<file path="src/hw/rtl/cft_pkg.sv">
// Package for the circle flight tracker: beat payload types and fixed-point constants.
// No dependencies; used by the channel interfaces and the top level.
package cft_pkg;

    localparam int HDG_W  = 25;
    localparam int RATE_W = 20;
    localparam int TAS_W  = 16;
    localparam int RAD_W  = 24;
    localparam int DIST_W = 48;
    localparam int TURN_W = 40;
    localparam int PROD_W = 64;
    localparam int IDX_W  = 2;

    // heading units are 2^-16 degree
    localparam logic [HDG_W-1:0] FULL_CIRCLE = 25'd23592960;
    localparam logic [HDG_W-1:0] HALF_CIRCLE = 25'd11796480;
    // centimetres and Q.16 degrees to metres per radian
    localparam logic [15:0]      RADIUS_GAIN = 16'd37549;
    localparam logic [RAD_W-1:0] RADIUS_MAX  = 24'hFFFFFF;

    localparam logic [RATE_W-1:0] RATE_SHORT_RST  = 20'd9830;
    localparam logic [RATE_W-1:0] RATE_MEDIUM_RST = 20'd7864;
    localparam logic [RATE_W-1:0] RATE_LONG_RST   = 20'd6554;

    // configuration register indexes, also the preset selector codes
    localparam logic [IDX_W-1:0] REG_RATE_SHORT  = 2'd0;
    localparam logic [IDX_W-1:0] REG_RATE_MEDIUM = 2'd1;
    localparam logic [IDX_W-1:0] REG_RATE_LONG   = 2'd2;

    typedef struct packed {
        logic              restart;
        logic [IDX_W-1:0]  circle_select;
        logic [HDG_W-1:0]  heading_meas;
        logic [TAS_W-1:0]  airspeed_cms;
    } t_in_item;

    typedef struct packed {
        logic [HDG_W-1:0]  planned_heading;
        logic [HDG_W-1:0]  opposite_heading;
        logic [RAD_W-1:0]  radius_m;
    } t_out_item;

endpackage

</file>
<file path="src/hw/rtl/cft_in_if.sv">
// Input sample channel: valid/ready handshake carrying one navigation sample.
// Depends on cft_pkg for the payload type.
interface cft_in_if;
    import cft_pkg::*;

    logic     valid;
    logic     ready;
    t_in_item data;

    modport source (output valid, output data, input ready);
    modport sink   (input valid, input data, output ready);
endinterface

</file>
<file path="src/hw/rtl/cft_out_if.sv">
// Result channel: valid/ready handshake carrying planned headings and radius.
// Depends on cft_pkg for the payload type.
interface cft_out_if;
    import cft_pkg::*;

    logic      valid;
    logic      ready;
    t_out_item data;

    modport source (output valid, output data, input ready);
    modport sink   (input valid, input data, output ready);
endinterface

</file>
<file path="src/hw/rtl/circle_flight_tracker_unit.sv">
// Circle flight tracker: planned headings and turn radius estimate per sample.
// Depends on cft_pkg, cft_in_if and cft_out_if.
//
//  channel   | dir | beat contents
//  ----------+-----+---------------------------------------------------------
//  i_in      | in  | restart, circle_select, heading_meas, airspeed_cms
//  o_out     | out | planned_heading, opposite_heading, radius_m
//  i_cfg_*   | in  | write enable, register index, 20-bit rate preset
//
// A beat runs through the states in order: the accepting idle cycle updates headings
// and sums, ST_MUL_LO and ST_MUL_HI run the 24x16 multiplier, ST_DIV runs the shared
// restoring subtractor (saturation check plus 24 quotient bits), and ST_FIN loads the
// output. Zero turn skips the divide; saturation leaves it at its first step.
// i_in.ready is high only while idle; a stalled result holds only the final load.
// Reset is synchronous and active low and restores the preset defaults.
module circle_flight_tracker_unit (
    input  logic                 i_clk,
    input  logic                 i_rst_n,
    cft_in_if.sink               i_in,
    cft_out_if.source            o_out,
    input  logic                 i_cfg_we,
    input  logic [cft_pkg::IDX_W-1:0]  i_cfg_idx,
    input  logic [cft_pkg::RATE_W-1:0] i_cfg_data
);
    import cft_pkg::*;

    localparam logic [2:0] ST_IDLE   = 3'd0;
    localparam logic [2:0] ST_MUL_LO = 3'd1;
    localparam logic [2:0] ST_MUL_HI = 3'd2;
    localparam logic [2:0] ST_DIV    = 3'd3;
    localparam logic [2:0] ST_FIN    = 3'd4;

    localparam logic [4:0] DIV_TOP = 5'd24;

    // wrap a signed heading once into 0..360
    function automatic logic [HDG_W-1:0] wrap_hdg(input logic signed [HDG_W+1:0] h);
        logic signed [HDG_W+1:0] w;
        begin
            w = h;
            if (h < 0) begin
                w = h + $signed({2'b00, FULL_CIRCLE});
            end else if (h >= $signed({2'b00, FULL_CIRCLE})) begin
                w = h - $signed({2'b00, FULL_CIRCLE});
            end
            return w[HDG_W-1:0];
        end
    endfunction

    logic [2:0]        r_state, n_state;
    logic [RATE_W-1:0] r_rate_short, n_rate_short;
    logic [RATE_W-1:0] r_rate_medium, n_rate_medium;
    logic [RATE_W-1:0] r_rate_long, n_rate_long;
    logic              r_pending, n_pending;
    logic [RATE_W-1:0] r_active_rate, n_active_rate;
    logic [HDG_W-1:0]  r_hdg_cw, n_hdg_cw;
    logic [HDG_W-1:0]  r_hdg_ccw, n_hdg_ccw;
    logic [DIST_W-1:0] r_dist, n_dist;
    logic [TURN_W-1:0] r_turn, n_turn;
    logic [HDG_W-1:0]  r_last, n_last;
    logic [PROD_W-1:0] r_rem, n_rem;
    logic [PROD_W-1:0] r_den, n_den;
    logic [RAD_W-1:0]  r_quo, n_quo;
    logic [4:0]        r_cnt, n_cnt;
    logic              r_out_valid, n_out_valid;
    t_out_item         r_out, n_out;

    logic                    in_accept;
    logic                    seed;
    logic [RATE_W-1:0]       rate_use;
    logic signed [HDG_W+1:0] cw_raw, ccw_raw, delta0, delta1, delta2;
    logic [23:0]             mul_a;
    logic [TURN_W-1:0]       mul_p;
    logic [TURN_W-1:0]       turn_abs;
    logic [PROD_W:0]         diff;
    logic                    div_ge;

    assign i_in.ready  = (r_state == ST_IDLE);
    assign in_accept   = i_in.valid && i_in.ready;
    assign o_out.valid = r_out_valid;
    assign o_out.data  = r_out;

    // shared multiplier: one distance half per cycle
    assign mul_a    = (r_state == ST_MUL_LO) ? r_dist[23:0] : r_dist[47:24];
    assign mul_p    = TURN_W'(mul_a) * TURN_W'(RADIUS_GAIN);
    assign turn_abs = r_turn[TURN_W-1] ? (~r_turn + 1'b1) : r_turn;

    // shared subtractor for the restoring divide
    assign diff   = {1'b0, r_rem} - {1'b0, r_den};
    assign div_ge = !diff[PROD_W];

    always_comb begin
        rate_use = r_active_rate;
        if (i_in.data.restart) begin
            case (i_in.data.circle_select)
                REG_RATE_SHORT:  rate_use = r_rate_short;
                REG_RATE_MEDIUM: rate_use = r_rate_medium;
                REG_RATE_LONG:   rate_use = r_rate_long;
                default:         rate_use = r_active_rate;
            endcase
        end
        seed = r_pending || i_in.data.restart;

        if (seed) begin
            cw_raw  = $signed({2'b00, i_in.data.heading_meas});
            ccw_raw = $signed({2'b00, i_in.data.heading_meas});
        end else begin
            cw_raw  = $signed({2'b00, r_hdg_cw}) + $signed({7'b0, r_active_rate});
            ccw_raw = $signed({2'b00, r_hdg_ccw}) - $signed({7'b0, r_active_rate});
        end

        // heading change, wrapped once each way
        delta0 = $signed({2'b00, i_in.data.heading_meas}) - $signed({2'b00, r_last});
        delta1 = delta0;
        if (delta0 >= $signed({2'b00, HALF_CIRCLE})) begin
            delta1 = delta0 - $signed({2'b00, FULL_CIRCLE});
        end
        delta2 = delta1;
        if (delta1 <= -$signed({2'b00, HALF_CIRCLE})) begin
            delta2 = delta1 + $signed({2'b00, FULL_CIRCLE});
        end
    end

    always_comb begin
        n_state       = r_state;
        n_rate_short  = r_rate_short;
        n_rate_medium = r_rate_medium;
        n_rate_long   = r_rate_long;
        n_pending     = r_pending;
        n_active_rate = r_active_rate;
        n_hdg_cw      = r_hdg_cw;
        n_hdg_ccw     = r_hdg_ccw;
        n_dist        = r_dist;
        n_turn        = r_turn;
        n_last        = r_last;
        n_rem         = r_rem;
        n_den         = r_den;
        n_quo         = r_quo;
        n_cnt         = r_cnt;
        n_out_valid   = r_out_valid && !o_out.ready;
        n_out         = r_out;

        if (i_cfg_we) begin
            case (i_cfg_idx)
                REG_RATE_SHORT:  n_rate_short  = i_cfg_data;
                REG_RATE_MEDIUM: n_rate_medium = i_cfg_data;
                REG_RATE_LONG:   n_rate_long   = i_cfg_data;
                default:         ;
            endcase
        end

        case (r_state)
            ST_IDLE: begin
                if (in_accept) begin
                    n_active_rate = rate_use;
                    n_pending     = 1'b0;
                    n_hdg_cw      = wrap_hdg(cw_raw);
                    n_hdg_ccw     = wrap_hdg(ccw_raw);
                    n_dist        = (seed ? '0 : r_dist) + DIST_W'(i_in.data.airspeed_cms);
                    n_turn        = (seed ? '0 : r_turn) + TURN_W'(delta2);
                    n_last        = i_in.data.heading_meas;
                    n_state       = ST_MUL_LO;
                end
            end
            ST_MUL_LO: begin
                n_rem   = PROD_W'(mul_p);
                n_den   = {turn_abs, 24'b0};
                n_state = ST_MUL_HI;
            end
            ST_MUL_HI: begin
                n_rem = r_rem + {mul_p, 24'b0};
                n_cnt = DIV_TOP;
                if (r_turn == '0) begin
                    n_quo   = '0;
                    n_state = ST_FIN;
                end else begin
                    n_state = ST_DIV;
                end
            end
            ST_DIV: begin
                if (div_ge && (r_cnt == DIV_TOP)) begin
                    // quotient needs more than 24 bits: saturate
                    n_quo   = RADIUS_MAX;
                    n_state = ST_FIN;
                end else begin
                    if (div_ge) begin
                        n_rem = diff[PROD_W-1:0];
                    end
                    n_quo = {r_quo[RAD_W-2:0], div_ge};
                    n_den = r_den >> 1;
                    n_cnt = r_cnt - 1'b1;
                    if (r_cnt == '0) begin
                        n_state = ST_FIN;
                    end
                end
            end
            ST_FIN: begin
                // hold until the output register is free
                if (!r_out_valid || o_out.ready) begin
                    n_out_valid           = 1'b1;
                    n_out.planned_heading  = r_hdg_cw;
                    n_out.opposite_heading = r_hdg_ccw;
                    n_out.radius_m         = r_quo;
                    n_state               = ST_IDLE;
                end
            end
            default: n_state = ST_IDLE;
        endcase
    end

    always_ff @(posedge i_clk) begin
        if (!i_rst_n) begin
            r_state       <= ST_IDLE;
            r_rate_short  <= RATE_SHORT_RST;
            r_rate_medium <= RATE_MEDIUM_RST;
            r_rate_long   <= RATE_LONG_RST;
            r_pending     <= 1'b1;
            r_active_rate <= '0;
            r_hdg_cw      <= '0;
            r_hdg_ccw     <= '0;
            r_dist        <= '0;
            r_turn        <= '0;
            r_last        <= '0;
            r_cnt         <= '0;
            r_out_valid   <= 1'b0;
        end else begin
            r_state       <= n_state;
            r_rate_short  <= n_rate_short;
            r_rate_medium <= n_rate_medium;
            r_rate_long   <= n_rate_long;
            r_pending     <= n_pending;
            r_active_rate <= n_active_rate;
            r_hdg_cw      <= n_hdg_cw;
            r_hdg_ccw     <= n_hdg_ccw;
            r_dist        <= n_dist;
            r_turn        <= n_turn;
            r_last        <= n_last;
            r_cnt         <= n_cnt;
            r_out_valid   <= n_out_valid;
        end
    end

    always_ff @(posedge i_clk) begin
        r_rem <= n_rem;
        r_den <= n_den;
        r_quo <= n_quo;
        r_out <= n_out;
    end

    a_accept_starts_mul: assert property (@(posedge i_clk) disable iff (!i_rst_n)
        in_accept |=> (r_state == ST_MUL_LO))
        else $error("accepted beat did not start the multiply");

    a_headings_wrapped: assert property (@(posedge i_clk) disable iff (!i_rst_n)
        in_accept |=> (r_hdg_cw < FULL_CIRCLE) && (r_hdg_ccw < FULL_CIRCLE))
        else $error("planned heading left the 0..360 range");

    a_div_count_range: assert property (@(posedge i_clk) disable iff (!i_rst_n)
        (r_state == ST_DIV) |-> (r_cnt <= DIV_TOP))
        else $error("divide counter out of range");

    a_zero_turn_radius: assert property (@(posedge i_clk) disable iff (!i_rst_n)
        ((r_state == ST_FIN) && (r_turn == '0)) |-> (r_quo == '0))
        else $error("nonzero radius with zero turn");

    a_no_load_over_pending: assert property (@(posedge i_clk) disable iff (!i_rst_n)
        (r_out_valid && !o_out.ready) |=> $stable(r_out))
        else $error("result register changed while its beat was stalled");

endmodule
</file>
<file path="src/flat_wrapper.sv">
// flat-port wrapper written by rule: the top's interface ports become plain ports
module circle_flight_tracker_unit_flat import cft_pkg::*;
  (i_clk, i_rst_n, i_cfg_we, i_cfg_idx, i_cfg_data, i_in_valid, i_in_data, i_in_ready, o_out_valid, o_out_data, o_out_ready);
  cft_in_if i_in_i ();
  cft_out_if o_out_i ();
  input  logic i_clk;
  input  logic i_rst_n;
  input  logic i_cfg_we;
  input  logic [cft_pkg::IDX_W-1:0] i_cfg_idx;
  input  logic [cft_pkg::RATE_W-1:0] i_cfg_data;
  input wire logic [$bits(i_in_i.valid)-1:0] i_in_valid;
  input wire logic [$bits(i_in_i.data)-1:0] i_in_data;
  output wire logic [$bits(i_in_i.ready)-1:0] i_in_ready;
  output wire logic [$bits(o_out_i.valid)-1:0] o_out_valid;
  output wire logic [$bits(o_out_i.data)-1:0] o_out_data;
  input wire logic [$bits(o_out_i.ready)-1:0] o_out_ready;
  assign i_in_i.valid = i_in_valid;
  assign i_in_i.data = i_in_data;
  assign i_in_ready = i_in_i.ready;
  assign o_out_valid = o_out_i.valid;
  assign o_out_data = o_out_i.data;
  assign o_out_i.ready = o_out_ready;
  circle_flight_tracker_unit u_core (.i_clk(i_clk), .i_rst_n(i_rst_n), .i_in(i_in_i), .o_out(o_out_i), .i_cfg_we(i_cfg_we), .i_cfg_idx(i_cfg_idx), .i_cfg_data(i_cfg_data));
endmodule
</file>
<file path="config.mk">
export PLATFORM = sky130hd
export DESIGN_NAME = circle_flight_tracker_unit_flat
export DESIGN_NICKNAME = d
export VERILOG_FILES = /design/src/hw/rtl/cft_pkg.sv /design/src/hw/rtl/cft_in_if.sv /design/src/hw/rtl/cft_out_if.sv /design/src/hw/rtl/circle_flight_tracker_unit.sv /design/src/flat_wrapper.sv
export SDC_FILE = /design/constraint.sdc
export NUM_CORES = 2
export LEC_CHECK = 0
export BUFFER_PORTS_ARGS = -buffer_cell sky130_fd_sc_hd__buf_2
export CORE_MARGIN = 3
export CORE_UTILIZATION = 55
export DETAILED_ROUTE_END_ITERATION = 7
export MAX_ROUTING_LAYER = met4
export PLACE_DENSITY = 0.82
export SLEW_MARGIN = 20
export SYNTH_ARGS = -nofsm -noshare
export SYNTH_HDL_FRONTEND = slang
export SYNTH_SLANG_ARGS = --single-unit
</file>
<file path="constraint.sdc">
create_clock -name i_clk -period 13.8 [get_ports i_clk]
set_input_delay 3.45 -clock i_clk [delete_from_list [all_inputs] [get_ports i_clk]]
set_output_delay 3.45 -clock i_clk [all_outputs]
set_load 0.01 [all_outputs]
</file>
==> summary.txt <==
Run status
  • Status: finished, final reports clean

Timing
  • Endpoints failing setup: 0
  • Slew Limit Headroom: 0.290
  • Minimum clock period: approximately 11000 ps
  • Setup TNS: 0 ps
  • RSZ-0062 raised after global routing: false
  • Slew Viols, Final: 0
  • Period utilization: 0.821
  • Final hold vios: 0
  • Least-Margin Pin Slew: 1060 ps
  • Setup Skew: between 20 and 30 ps
  • Worst setup margin: 2470 ps
  • Fmax: 0.0883 GHz

Worst setup path
  • Worst EP required: 14330 ps
  • Type of origin of the critical path: primary input
  • Worst Path Buf+Inv: 4
  • R2R cell count: 38
  • CP peak stage delay: 610 ps
  • Crit path DAT: 11860 ps
  • CP endpoint kind: flop
  • R2r setup slk: ~2700 ps
  • RR Startpoint: u_core.r_state[0]
  • Top delay family on crit path: compound AO/OA/AOI/OAI gates
  • CP Max Fanout: 7
  • Critical path startpoint: i_in_data[16]
  • Top cell by count, worst path: a21oi_1
  • Reg2Reg Capture Point: u_core.r_rem[63]
  • CP max-delay cell: a211oi_1
  • Crit path kind: in -> reg

Power
  • Net Sw Frac: 0.436
  • Clock share of power: 0.191
  • Comb power frac: 0.534
  • P_int: 4.36 mW
  • Peak supply drop: between 100 and 150 uV
  • Register share of total power: 0.275
  • Tot Pwr: 7.73 mW
  • Sw power: 3.37 mW
  • Static Leak: 19.3 nW
  • Pwr dens: 181 mW/mm2

Floorplanning
  • Die area: approximately 0.075 mm2
  • Row cnt: slightly below 100
  • Core region area: 0.0704 mm2
  • Initial Util: 0.558
  • Io pins: ~150
  • Die H: 273 um
  • Die width: between 200 and 300 um

Routing
  • Drt first pass iters: 6
  • DR iter-0 viols: 3065
  • DRC errors left: 0
  • Total number of vias: 33800
  • Vias/cell: about 6
  • Drt wl/cell: 18.4 um
  • Post-route ant nets: 0
  • Total wire length: 104 mm

Clock network
  • Htree depth: 2
  • Total CTS buffers: 52
  • Clk root buf: clkbuf_16
  • Post-CTS Setup Inserts: 0
  • CTS tree: built
  • CTS max path bufs: 3
  • Latest clock arrival within the worst-skew pair: 610 ps
  • Clk pin slew, worst setup/hold paths: 60 ps
  • Clk sinks: 479
  • Resized cells post-CTS: 0
  • Cts hold-fix bufs: 0

Yosys
  • Post-synth top area share: 0.173
  • Cells after Synth: 4639
  • Syn Nets: approximately 5300
  • Ys Warns: 0
  • Synth Cell Area: roughly 0.04 mm2
  • Syn Area/Cell: 8.46 um2
  • Largest area contributor in the netlist: edfxtp_1
  • Post-synthesis async set-or-reset flop share: 0
  • Synth top area cells: edfxtp_1, ha_1, dfxtp_1
  • Seq/Total Area, Yosys: 0.302
  • Ys flop type: dfxtp_1
  • Post-synth EDFFs: 226
  • Synth cell types: just under 90
  • Flops & latches, synth: 479

Placed design
  • Post-DP Area: 0.0408 mm2
  • Dpl ws: 2010 ps
  • Input/output buffers: between 100 and 150
  • Routability cong.: 0.966
  • Post-DP HPWL: 77.4 mm

Global routing
  • Wire length of the first global-routing pass: ~170 mm
  • Vias in the first global route: 32300
  • Busiest grt layer: met2
  • Initial antenna violation count: 5
  • Tot GR Track Use: 0.281
  • Met2 Usage GRT: 0.437
  • GRT met1 Usage: 0.371
  • Met3 Use GR: 0.0391
  • Largest net degree at the start of global routing: roughly 100
  • Total grt overflow: 0

Worst hold path
  • Hold Crit Depth: 0
  • Hold Crit Start: u_core.r_quo[23]
  • WHS Endpoint: u_core.o_out.data[23]
  • HP Class: reg -> reg

Job
  • Max_cap viols: 0

Cells and area
  • Share of cells above drive strength 1: 0.0718
  • Final Cell Area: 0.0426 mm2
  • Final #Nets: 5314
  • Synth-to-Final Area Change: 8.57%
## state kept, by name, indices dropped and copies added, names as in the netlist
register,count
u_core.o_out.data,74
u_core.r_den,64
u_core.r_rem,64
u_core.r_dist,48
u_core.r_turn,40
u_core.r_hdg_ccw,25
u_core.r_hdg_cw,25
u_core.r_last,25
u_core.r_quo,24
u_core.r_active_rate,20
u_core.r_rate_long,20
u_core.r_rate_medium,20
u_core.r_rate_short,20
u_core.r_cnt,5
u_core.r_state,3
u_core.o_out.valid,1
u_core.r_pending,1
## layout make-up
| cell class | instances | area, um2 |
|---|---|---|
| Sequential cell | 479 | 11900 |
| Tap cell | 940 | 1180 |
| Fill cell | 5967 | 27800 |
| Clock inverter | 30 | 383 |
| Timing Repair Buffer | 171 | 918 |
| Clock buffer | 68 | 1440 |
| Inverter | 403 | 1520 |
| Multi-Input combinational cell | 3584 | 25300 |
| Antenna cell | 5 | 12.5 |
## how the worst max path moves through the flow
stage,endpoint,slack [ps],cells after the start
floorplan,u_core.r_turn[39],3430,33
global placement,u_core.r_turn[36],2160,35
detailed placement,u_core.r_turn[36],2010,35
CTS,u_core.r_turn[36],2660,35
global route,u_core.r_turn[36],1760,35
finish,u_core.r_turn[36],2470,35
## power by group through the flow
stage / Sequential, mW / Clock, mW / Combinational (mW)
floorplan: 2.06 / 0 / 3.18
global placement: 2.13 / 0 / 3.94
detailed placement: 2.14 / 0 / 4.02
CTS: 2.12 / 1.50 / 4.06
global route: 2.16 / 1.56 / 4.58
finish: 2.13 / 1.48 / 4.13
## cells in the mapped netlist (11+ instances only)
master,n
xnor2_1,162
or4_1,12
a211oi_1,44
a21o_1,117
nor2b_1,50
fa_1,120
o31a_1,12
o22ai_1,15
or3_1,36
a221oi_1,11
edfxtp_1,226
inv_1,400
or2_2,15
buf_1,15
a21oi_1,397
a31o_2,11
nand2_1,621
nand3b_1,13
a22oi_1,26
and2_1,87
o21ai_0,282
and3_1,36
o211ai_1,30
a211o_1,18
dfxtp_1,253
o21bai_1,32
clkbuf_1,151
nor2_1,289
nand2b_1,64
nand3_1,119
mux2i_1,20
nor3_1,65
mux2_2,16
nor4_1,21
xor2_1,116
a31oi_1,61
ha_1,432
o31ai_1,35
a21boi_0,11
and4_1,12
nand4_1,24
o21a_1,40
## cell usage in the layout (no fill, tap or decap), types with 35 or more instances in the layout
cell       instances
o31ai_1           35
ha_1             431
xor2_1           116
xnor2_1          162
nor2_1           286
or3_1             36
edfxtp_1         226
and2_1            85
nand3_1          119
a21oi_1          397
o21ai_0          282
dfxtp_1          252
a211oi_1          44
and3_1            36
a21o_1           117
nand2b_1          63
a31oi_1           61
fa_1             120
buf_2            146
nand2_1          619
clkbuf_16         52
inv_1            400
nor2b_1           50
o21a_1            40
nor3_1            63
## per-stage QoR
stage / instances / util / hold slack, ps
2_1_floorplan: 4639 / - / 400
3_3_place_gp: 5577 / 0.579 / 401
3_5_place_dp: 5577 / 0.579 / 409
4_1_cts: 5675 / 0.605 / 420
5_1_grt: 5680 / 0.606 / 439
6_report: 5680 / 0.606 / 419
## logic make-up (layout without fill, tap and decap cells)
family,Yosys count,in the layout,synth area share
AO/OA/AOI/OAI,1218,1218,0.192
XOR/XNOR,278,278,0.0620
adder cells (fa/ha/maj),552,552,0.199
buffers and inverters,576,672,0.0553
flip-flops,479,479,0.302
multiplexers,36,36,0.00969
other,0,5,0
AND/OR/NAND/NOR,1500,1500,0.180
## metal layers
metal  routed length [um]  vias up  share of wire
met1                45300    16000           0.43
met4                 4180        0          0.040
met5                    0        -              0
met2                47400     1211           0.45
met3                 7540      246          0.072
li1                     -    16400              -
Note: power is estimated with default switching activity, not from simulation.
